File: src/vet_pkg.sv
// Package with widths, codes and payload types of the vibrato extremum tracker.
package vet_pkg;

  localparam int TIME_BITS  = 20;
  localparam int PITCH_BITS = 18;
  localparam int GAP_BITS   = 10;
  localparam int CFG_BITS   = 20;
  localparam int CFG_IDX_BITS = 2;

  typedef logic [TIME_BITS-1:0]  time_t;
  typedef logic [PITCH_BITS-1:0] pitch_t;
  typedef logic [GAP_BITS-1:0]   gap_t;
  typedef logic [2:0]            action_t;
  typedef logic [CFG_IDX_BITS-1:0] cfg_idx_t;

  // List actions for the downstream maxima and minima lists.
  localparam action_t ACT_ADD_MAX          = 3'd0;
  localparam action_t ACT_REPL_MAX         = 3'd1;
  localparam action_t ACT_ADD_MIN          = 3'd2;
  localparam action_t ACT_REPL_MIN         = 3'd3;
  localparam action_t ACT_DROP_MIN_ADD_MAX = 3'd4;
  localparam action_t ACT_DROP_MAX_ADD_MIN = 3'd5;

  // Configuration register indexes.
  localparam cfg_idx_t REG_ENABLE        = 2'd0;
  localparam cfg_idx_t REG_PITCH_DELTA   = 2'd1;
  localparam cfg_idx_t REG_MIN_GAP       = 2'd2;
  localparam cfg_idx_t REG_MAX_FIRST_GAP = 2'd3;

  // Configuration reset values.
  localparam pitch_t RST_PITCH_DELTA   = 18'd41;
  localparam gap_t   RST_MIN_GAP       = 10'd42;
  localparam time_t  RST_MAX_FIRST_GAP = 20'd500;

  // Extremum tracking mode, one-hot.
  typedef enum logic [4:0] {
    MODE_NONE      = 5'b00001,
    MODE_FIRST_MAX = 5'b00010,
    MODE_MAX       = 5'b00100,
    MODE_FIRST_MIN = 5'b01000,
    MODE_MIN       = 5'b10000
  } mode_t;

  typedef struct packed {
    logic   new_note;
    pitch_t pitch_sample;
  } in_item_t;

  typedef struct packed {
    action_t action;
    time_t   extremum_time;
    pitch_t  extremum_pitch;
  } out_item_t;

endpackage

File: src/vibrato_extremum_tracker_top.sv
// Vibrato extremum tracker: window classification, extremum filtering and result register.
// A result is in the output register in the cycle after its input transaction.
// Throughput: one input transaction per cycle while input ready is high; the classification and gap
// and pitch compares sit between the tracking state registers and the output register.
// Input ready stays high while the output register is empty or being drained.
// Synchronous active-low reset clears tracking state and loads configuration defaults.
module vibrato_extremum_tracker_top
  import vet_pkg::*;
(
  input  logic              clk,
  input  logic              rst_n,
  input  logic              in_valid,
  output logic              in_ready,
  input  in_item_t          in_data,
  output logic              out_valid,
  input  logic              out_ready,
  output out_item_t         out_data,
  input  logic              cfg_we,
  input  cfg_idx_t          cfg_index,
  input  logic [CFG_BITS-1:0] cfg_wdata
);

  // Configuration registers.
  logic   enable_r;
  pitch_t pitch_delta_r;
  gap_t   min_gap_r;
  time_t  max_first_gap_r;

  // Tracking state.
  pitch_t      older_r, middle_r;
  logic [1:0]  held_r;
  time_t       step_r;
  mode_t       mode_r;
  time_t       last_t_r;
  pitch_t      last_p_r;

  logic      out_valid_r;
  out_item_t out_data_r;

  logic in_accept;

  // Effective state after an optional new-note clear.
  pitch_t     older_e, middle_e, last_p_e, p;
  logic [1:0] held_e;
  time_t      step_e, last_t_e, t;
  mode_t      mode_e;

  // Classification and decision.
  logic    is_max, is_min;
  logic    emit;
  action_t act;
  mode_t   mode_set;
  pitch_t  dp;
  time_t   gap;
  logic    far_ok;

  assign in_accept = in_valid && in_ready;
  assign in_ready  = !out_valid_r || out_ready;
  assign out_valid = out_valid_r;
  assign out_data  = out_data_r;

  // Apply the new-note clear before the sample is taken.
  always_comb begin
    p        = in_data.pitch_sample;
    older_e  = in_data.new_note ? '0 : older_r;
    middle_e = in_data.new_note ? '0 : middle_r;
    held_e   = in_data.new_note ? 2'd0 : held_r;
    step_e   = in_data.new_note ? '0 : step_r;
    mode_e   = in_data.new_note ? MODE_NONE : mode_r;
    last_t_e = in_data.new_note ? '0 : last_t_r;
    last_p_e = in_data.new_note ? '0 : last_p_r;
    t        = (step_e != '0) ? step_e - time_t'(1) : '0;
  end

  // Classify the window centre and compute the opposite-extremum tests.
  always_comb begin
    is_max = 1'b0;
    is_min = 1'b0;
    if (enable_r && held_e == 2'd2) begin
      if (older_e < middle_e && middle_e >= p) begin
        is_max = 1'b1;
      end else if (older_e > middle_e && middle_e <= p) begin
        is_min = 1'b1;
      end
    end
    dp     = (middle_e >= last_p_e) ? middle_e - last_p_e : last_p_e - middle_e;
    gap    = (t >= last_t_e) ? t - last_t_e : '0;
    far_ok = (dp >= pitch_delta_r) && (gap > time_t'(min_gap_r));
  end

  // Decide the list action from the mode and the kind found.
  always_comb begin
    emit     = 1'b0;
    act      = ACT_ADD_MAX;
    mode_set = mode_e;
    if (is_max) begin
      case (mode_e)
        MODE_FIRST_MAX, MODE_MAX: begin
          if (middle_e >= last_p_e) begin
            emit = 1'b1;
            act  = ACT_REPL_MAX;
          end
        end
        MODE_MIN: begin
          if (far_ok) begin
            emit     = 1'b1;
            act      = ACT_ADD_MAX;
            mode_set = MODE_MAX;
          end
        end
        MODE_FIRST_MIN: begin
          if (far_ok) begin
            emit = 1'b1;
            if (gap < max_first_gap_r) begin
              act      = ACT_ADD_MAX;
              mode_set = MODE_MAX;
            end else begin
              act      = ACT_DROP_MIN_ADD_MAX;
              mode_set = MODE_FIRST_MAX;
            end
          end
        end
        default: begin
          emit     = 1'b1;
          act      = ACT_ADD_MAX;
          mode_set = MODE_FIRST_MAX;
        end
      endcase
    end else if (is_min) begin
      case (mode_e)
        MODE_FIRST_MIN, MODE_MIN: begin
          if (middle_e <= last_p_e) begin
            emit = 1'b1;
            act  = ACT_REPL_MIN;
          end
        end
        MODE_MAX: begin
          if (far_ok) begin
            emit     = 1'b1;
            act      = ACT_ADD_MIN;
            mode_set = MODE_MIN;
          end
        end
        MODE_FIRST_MAX: begin
          if (far_ok) begin
            emit = 1'b1;
            if (gap < max_first_gap_r) begin
              act      = ACT_ADD_MIN;
              mode_set = MODE_MIN;
            end else begin
              act      = ACT_DROP_MAX_ADD_MIN;
              mode_set = MODE_FIRST_MIN;
            end
          end
        end
        default: begin
          emit     = 1'b1;
          act      = ACT_ADD_MIN;
          mode_set = MODE_FIRST_MIN;
        end
      endcase
    end
  end

  // Configuration writes.
  always_ff @(posedge clk) begin
    if (!rst_n) begin
      enable_r        <= 1'b1;
      pitch_delta_r   <= RST_PITCH_DELTA;
      min_gap_r       <= RST_MIN_GAP;
      max_first_gap_r <= RST_MAX_FIRST_GAP;
    end else if (cfg_we) begin
      case (cfg_index)
        REG_ENABLE:        enable_r        <= cfg_wdata[0];
        REG_PITCH_DELTA:   pitch_delta_r   <= cfg_wdata[PITCH_BITS-1:0];
        REG_MIN_GAP:       min_gap_r       <= cfg_wdata[GAP_BITS-1:0];
        REG_MAX_FIRST_GAP: max_first_gap_r <= cfg_wdata[TIME_BITS-1:0];
        default: begin
        end
      endcase
    end
  end

  // Tracking state update on each input transaction.
  always_ff @(posedge clk) begin
    if (!rst_n) begin
      older_r  <= '0;
      middle_r <= '0;
      held_r   <= 2'd0;
      step_r   <= '0;
      mode_r   <= MODE_NONE;
      last_t_r <= '0;
      last_p_r <= '0;
    end else if (in_accept) begin
      older_r  <= middle_e;
      middle_r <= p;
      held_r   <= (held_e < 2'd2) ? held_e + 2'd1 : held_e;
      step_r   <= (step_e != '1) ? step_e + time_t'(1) : step_e;
      if (emit) begin
        mode_r   <= mode_set;
        last_t_r <= t;
        last_p_r <= middle_e;
      end else begin
        mode_r   <= mode_e;
        last_t_r <= last_t_e;
        last_p_r <= last_p_e;
      end
    end
  end

  // Output register.
  always_ff @(posedge clk) begin
    if (!rst_n) begin
      out_valid_r <= 1'b0;
    end else if (in_accept) begin
      out_valid_r <= emit;
    end else if (out_ready) begin
      out_valid_r <= 1'b0;
    end
  end

  always_ff @(posedge clk) begin
    if (in_accept && emit) begin
      out_data_r.action         <= act;
      out_data_r.extremum_time  <= t;
      out_data_r.extremum_pitch <= middle_e;
    end
  end

  // A pending result always matches the recorded last extremum.
  a_out_matches_last: assert property (@(posedge clk) disable iff (!rst_n)
    out_valid_r |-> (last_t_r == out_data_r.extremum_time &&
                     last_p_r == out_data_r.extremum_pitch))
    else $error("pending result differs from last extremum");

  // A disabled tracker produces no result.
  a_disabled_silent: assert property (@(posedge clk) disable iff (!rst_n)
    (in_accept && !enable_r) |=> !out_valid_r)
    else $error("result produced while disabled");

  // A new note restarts the step count.
  a_new_note_step: assert property (@(posedge clk) disable iff (!rst_n)
    (in_accept && in_data.new_note) |=> (step_r == time_t'(1) && held_r == 2'd1))
    else $error("new note did not restart tracking");

  // Within a note the step count never decreases.
  a_step_monotonic: assert property (@(posedge clk) disable iff (!rst_n)
    (in_accept && !in_data.new_note) |=> (step_r >= $past(step_r)))
    else $error("step counter went backwards");

endmodule
File: config.mk
export PLATFORM = sky130hd
export DESIGN_NAME = vibrato_extremum_tracker_top
export DESIGN_NICKNAME = d
export VERILOG_FILES = /design/src/vet_pkg.sv /design/src/vibrato_extremum_tracker_top.sv
export SDC_FILE = /design/constraint.sdc
export NUM_CORES = 1
export LEC_CHECK = 0
export BUFFER_PORTS_ARGS = -buffer_cell sky130_fd_sc_hd__buf_2
export CORE_MARGIN = 5
export CORE_UTILIZATION = 30
export CTS_CLUSTER_DIAMETER = 200
export DETAILED_ROUTE_END_ITERATION = 16
export GPL_TIMING_DRIVEN = 0
export MAX_ROUTING_LAYER = met4
export PLACE_DENSITY_LB_ADDON = 0.1
export SETUP_SLACK_MARGIN = 0.02
export SLEW_MARGIN = 20
export SYNTH_ARGS = -nofsm -noshare
export SYNTH_HDL_FRONTEND = slang
export SYNTH_SLANG_ARGS = --single-unit
File: constraint.sdc
create_clock -name clk -period 8.92 [get_ports clk]
set_input_delay 1.784 -clock clk [delete_from_list [all_inputs] [get_ports clk]]
set_output_delay 1.784 -clock clk [all_outputs]
set_load 0.005 [all_outputs]
==> impl_metrics.py, run 1 <==
metrics = {
    "min_path": {
        "min_path_cells": 1,
        "worstHoldStart": "last_t_r[0]",
        "min-delay-path-class": "reg -> reg",
    },
    "run_status": {
        "outcome": "finished, final reports clean",
    },
    "layout": {
        "final_nets": 1948,
        "antenna_cells": 0,
        "drive_above_1_share": 0.114,
        "areaGrowthSynthToFinish_pct": 14.6,
    },
    "grt": {
        "antenna_found_initial": 0,
        "grtUsageTotal": 0.184,
        "grt_pass1_wl_um": 67200,
        "overflow": 0,
        "grt_start_max_net_pins": 51,
        "grt_pass1_vias": 11500,
    },
    "worst_setup_path": {
        "r2r_start": "step_r[11]",
        "crit_arrival_ps": 8780,
        "critPathCaptureType": "flip-flop",
        "ff2ff_path_depth": 27,
        "cp_max_fo": 14,
        "crit_start": "in_data[18]",
        "required_ps": 9300,
        "start_kind": "input port",
        "worst-setup-path-type": "in -> reg",
        "cpMaxStageDelayCell": "fa_1",
        "max_stage_delay_ps": 410,
    },
    "sta": {
        "max_freq_ghz": 0.119,
        "skew_ps": 20.8,
        "setup_slack_ps": 522,
        "period_share": 0.941,
        "hold_ws_ps": 457,
        "worst_pin_slew_ps": 863,
        "slew_headroom": 0.425,
        "grt_setup_unrepaired": "true",
        "min_period_ps": 8400,
        "setup_viol": 0,
        "maxSlewViolCount": 0,
        "finalHoldViolations": 0,
    },
    "logic_synthesis": {
        "yosysSeqAreaShare": 0.323,
        "synth_edf_count": 41,
        "synth_cells": 1644,
        "synth.top_cell.area_share": 0.229,
        "async_flop_share": 0,
        "synth-seq-cells": 192,
        "yosys-top-cells-count": "nand2_1 (270), a21oi_1 (178), dfxtp_1 (151), ha_1 (141), nor2_1 (128)",
        "syn_area_um2": 13200,
        "syn_nets": 1834,
        "avgSynthCellArea_um2": 8.02,
        "yosysWarnings": 0,
        "synth_most_common_cell": "nand2_1",
        "yosys-top-cells-area": "dfxtp_1 (23%), ha_1 (13%), edfxtp_1 (9.3%), nand2_1 (7.7%), a21oi_1 (6.8%)",
        "synth_ff_type": "dfxtp_1",
        "synth.distinct_cells": 79,
        "yosysTopAreaCell": "dfxtp_1",
    },
    "route": {
        "drtIter0Drc": 879,
        "wl_um": 43000,
        "routed.top_layer": "met4",
        "drc": 0,
        "dr_wl_met2_um": 19100,
        "dr.pass1.iters": 5,
        "dr_wl_met3_um": 1400,
        "wl_per_cell_um": 18.2,
        "vias_per_cell": 5.03,
        "met1Wirelength_um": 22100,
        "drtAntennaViolNets": 0,
        "vias": 11800,
    },
    "floorplanning": {
        "fp.coreArea_um2": 43300,
        "rows": 76,
        "initial_core_util": 0.305,
        "die_area_um2": 48200,
        "pin_count": 89,
        "die_h_um": 220,
        "die_w_um": 220,
    },
    "power_and_ir_drop": {
        "leakage_nw": 6.58,
        "p_total_w": 0.00246,
        "p_per_area_nw_per_um2": 163,
        "ir_worst_vdd_mv": 0.106,
    },
    "placed_design": {
        "gp_congestion": 0.855,
        "port_buffers": 87,
        "hpwl_um": 34000,
        "preCtsSetupSlack_ps": -1560,
    },
    "clock_tree": {
        "clk_pin_slew_worst_paths_ps": 80,
        "clock_latency_ps": 490,
        "cts_htree_levels": 4,
        "cts_tree": "done",
        "clock-root-buffer": "clkbuf_16",
        "clockBufferDepth": 2,
        "cts_made_buffers": 17,
        "cts_sinks": 192,
        "ctsHoldBuffers": 0,
    },
    "run": {
        "drv_cap": 0,
    },
}
-- area by class of cell --
| cell class | instances | area [um2] |
|---|---|---|
| clock buffer | 18 | 429 |
| sequential | 192 | 4250 |
| tap | 585 | 732 |
| inverter | 120 | 454 |
| timing repair buffer | 96 | 523 |
| clock inverter | 14 | 164 |
| multi-input combinational | 1240 | 8140 |
| buffer | 91 | 415 |
| fill | 4559 | 28200 |
-- critical path, delay by kind of cell --
family | cells | cell delay (ps)
simple gates | 7 | 1210
buf+inv | 11 | 2090
compound gates | 12 | 2550
fa+ha+maj | 3 | 860
xor+xnor | 1 | 230
-- power breakdown --
group	switching [W]	internal [W]	total, W	leakage (nW)
clock	0.000415	0.000402	0.000816	0.286
combinational	0.000443	0.000283	0.000727	4.66
sequential	0.00000939	0.000903	0.000912	1.63
-- cell families (layout without fill, tap and decap cells) --
| group | after synthesis | after routing | synth area share |
|---|---|---|---|
| simple gates | 598 | 598 | 0.207 |
| compound gates | 429 | 429 | 0.221 |
| buf+inv | 212 | 339 | 0.0634 |
| flops | 192 | 192 | 0.323 |
| fa+ha+maj | 145 | 145 | 0.139 |
| xor+xnor | 53 | 53 | 0.0352 |
| mux | 15 | 15 | 0.0120 |
-- flip-flops by register name, summed over array words and instances (netlist names) --
name,cells
out_data,41
out_valid,1
older_r,18
max_first_gap_r,20
pitch_delta_r,18
min_gap_r,10
step_r,20
last_p_r,18
held_r,2
mode_r,5
middle_r,18
last_t_r,20
enable_r,1
-- path summary, 6_finish.rpt --
kind | endpoint | slack, ps
worst max register to register | out_data[38] | 1080
worst min-delay path | last_t_r[0] | 460
worst max-delay path | last_t_r[18] | 520
worst min register to register | last_t_r[0] | 460
-- placed cells by master, fill, tap and decap left out, drive strengths merged, types with 17 or more instances in the layout --
cell    synthesis  layout
a32o           20      20
a2bb2o         19      19
inv           120     129
nand2         270     270
nand4          22      22
ha            141     141
edfxtp         41      41
a21o           33      33
o21ai          61      61
xnor2          32      32
o211ai         20      20
nand3          34      34
clkbuf         60      80
dfxtp         151     151
a21oi         179     179
nor2          128     128
xor2           21      21
nor2b          42      42
a211oi         17      17
buf            32     125
nor3           29      29
-- metal layers --
layer  GRT usage  vias to the layer above
met4      0.0404                        0
met5           -                        -
met1       0.262                     5657
met3      0.0287                       18
li1            -                     5997
met2       0.277                      171
-- stage by stage --
step                utilization  std cells  TNS (ps)  instance area [um2]
CTS                       0.346       2347         0                15000
finish                    0.349       2356         0                15100
global route              0.349       2356      -134                15100
detailed placement        0.332       2316   -129130                14400
global placement          0.332       2316   -153300                14300
floorplan                     -       1644         0                13200
-- repair_timing --
item / in CTS / in global routing
resized for setup: 17 / 18
cloned: 0 / 1
pin swaps: 0 / 2
buffers inserted: 0 / 8
endpoints found under the setup margin: 88 / 88
endpoints found under the hold margin: 0 / 0
Power figures use the tool's default switching activity.
==> run 2: changes to the inputs <==
- CORE_UTILIZATION: 30 -> 60
- REMOVE_ABC_BUFFERS: default -> 1
==> run 2 against run 1 <==
  * Sequential power barely moved
  * Clock-buffer cell count unchanged
  * Cell area decreased by 4.0%
  * Worst hold slack barely moved
  * First-iteration DRC count rose by 23%
  * Worst setup slack got worse by 55 ps
==> impl_metrics.py, run 2 (synthesis gave the netlist of run 1 again) <==
metrics = {
    "power_and_ir_drop": {
        "p_seq_frac": 0.381,
        "p_int_w": 0.00158,
        "ir_worst_vdd_mv": 0.112,
        "p_per_area_nw_per_um2": 165,
        "leakage_nw": 6.46,
        "p_comb_frac": 0.298,
        "p_switching_w": 0.000811,
        "swShare": 0.339,
        "pwr-share-clk": 0.321,
    },
    "route": {
        "wl_um": 33800,
        "wl_per_cell_um": 17.2,
        "drtIter0Drc": 1082,
        "vias_per_cell": 5.96,
        "drc": 0,
        "vias": 11700,
        "drtAntennaViolNets": 0,
        "dr.pass1.iters": 5,
    },
    "floorplanning": {
        "rows": 54,
        "fp.coreArea_um2": 21800,
        "pin_count": 89,
        "die_w_um": 158,
        "die_area_um2": 25000,
        "initial_core_util": 0.606,
        "die_h_um": 158,
    },
    "grt": {
        "grt_start_max_net_pins": 62,
        "overflow": 0,
        "antenna_found_initial": 0,
        "grt_pass1_vias": 10900,
        "grtUsageTotal": 0.277,
        "grt_pass1_wl_um": 54400,
    },
    "worst_setup_path": {
        "cp_max_fo": 60,
        "max_stage_delay_ps": 540,
        "ff2ff_path_depth": 26,
        "required_ps": 9260,
        "critPathCaptureType": "flip-flop",
        "r2r_start": "step_r[10]",
        "reg2reg_slack_ps": 1540,
        "critPathMostFrequentCell": "a21oi_1",
        "cpMaxStageDelayCell": "or4_1",
        "worst-setup-path-type": "in -> reg",
        "rr_endpoint": "out_data[33]",
        "crit_arrival_ps": 8790,
        "start_kind": "input port",
    },
    "run": {
        "drv_cap": 0,
    },
    "layout": {
        "final_nets": 1861,
        "fillers": 1888,
        "mostFrequentLayoutCell": "nand2_1",
        "largest_reg_flops": 41,
        "final_cell_mix": "nand2_1 (269), a21oi_1 (178), dfxtp_1 (151), ha_1 (139), nor2_1 (126)",
        "areaGrowthSynthToFinish_pct": 10.0,
        "drive_above_1_share": 0.105,
    },
    "sta": {
        "min_period_ps": 8450,
        "maxSlewViolCount": 0,
        "skew_ps": 13.8,
        "setup_viol": 0,
        "setup_slack_ps": 467,
        "max_freq_ghz": 0.118,
        "grt_setup_unrepaired": "false",
        "finalHoldViolations": 0,
        "period_share": 0.948,
        "totalNegativeSetupSlack_ps": 0,
        "slew_headroom": 0.342,
        "worst_pin_slew_ps": 987,
    },
    "min_path": {
        "min_path_cells": 2,
        "worstHoldStart": "max_first_gap_r[0]",
        "min-delay-path-class": "reg -> reg",
        "min_to": "max_first_gap_r[0]",
    },
    "clock_tree": {
        "cts_tree": "done",
        "clockBufferDepth": 2,
        "cts_made_buffers": 17,
        "clk_pin_slew_worst_paths_ps": 70,
        "clock_latency_ps": 440,
        "cts_sinks": 192,
        "ctsHoldBuffers": 0,
        "clock-root-buffer": "clkbuf_16",
        "cts_htree_levels": 4,
    },
    "placed_design": {
        "preCtsSetupSlack_ps": -2260,
        "hpwl_um": 24900,
        "port_buffers": 88,
        "gp_congestion": 0.921,
    },
    "run_status": {
        "outcome": "finished, final reports clean",
    },
}
==> run 2: through the flow <==
| stage | utilization | std cells | hold WS (ps) | instance area (um2) | total power (W) |
|---|---|---|---|---|---|
| after global placement | 0.625 | 1920 | 435 | 13600 | 0.00157 |
| final | 0.667 | 1965 | 458 | 14500 | 0.00239 |
| after detailed placement | 0.631 | 1925 | 447 | 13700 | 0.00159 |
| after floorplan | - | 1552 | 429 | 12800 | 0.00141 |
| after CTS | 0.664 | 1963 | 458 | 14400 | 0.00238 |
| after global routing | 0.667 | 1964 | 472 | 14500 | 0.00251 |
==> run 2: worst max path at each step <==
stage | startpoint | endpoint | slack, ps | depth (start not counted)
2_1_floorplan | in_data[18] | last_p_r[10] | -520 | 29
3_3_place_gp | in_data[18] | out_data[24] | -4010 | 28
3_5_place_dp | in_data[18] | last_p_r[16] | -2260 | 31
4_1_cts | in_data[18] | mode_r[4] | 80 | 30
5_1_grt | in_data[18] | last_t_r[5] | 60 | 31
6_report | in_data[18] | last_t_r[3] | 470 | 32
==> run 2: worst max-delay path, delay by kind of cell <==
family / cells / cell delay (ps)
buffers and inverters: 4 / 880
and+or+nand+nor: 12 / 2830
AOI/OAI and AO/OA: 13 / 2260
adders and majority gates: 3 / 920
==> run 2: per-layer routing <==
layer | GRT usage | share of wire | vias up
met5 | - | 0 | -
met2 | 0.423 | 0.44 | 336
met3 | 0.0325 | 0.059 | 51
li1 | - | - | 5831
met4 | 0.0841 | 0.022 | 0
met1 | 0.386 | 0.47 | 5489
==> run 2: final cells by class <==
cell class / instances / area [um2] / share of cell area
antenna: 1 / 2.50 / 0.000173
clock buffer: 18 / 429 / 0.0296
clock inverter: 14 / 153 / 0.0105
inverter: 120 / 484 / 0.0334
multi-input combinational: 1243 / 8220 / 0.566
sequential: 192 / 4250 / 0.293
tap: 280 / 350 / 0.0242
timing repair buffer: 97 / 616 / 0.0424
==> run 2: timing repair <==
action	4_1_cts	5_1_grt
gates resized for setup	13	11
setup buffers	4	0
endpoints found under the setup margin	88	86
pin swaps	3	0
gates cloned	2	1
==> run 2: power by group through the flow <==
stage          registers [W]  logic (W)  clock network, W
2_1_floorplan       0.000930   0.000478                 0
6_report            0.000912   0.000713          0.000768
3_3_place_gp        0.000931   0.000635                 0
3_5_place_dp        0.000932   0.000662                 0
5_1_grt             0.000913   0.000788          0.000813
4_1_cts             0.000912   0.000694          0.000779
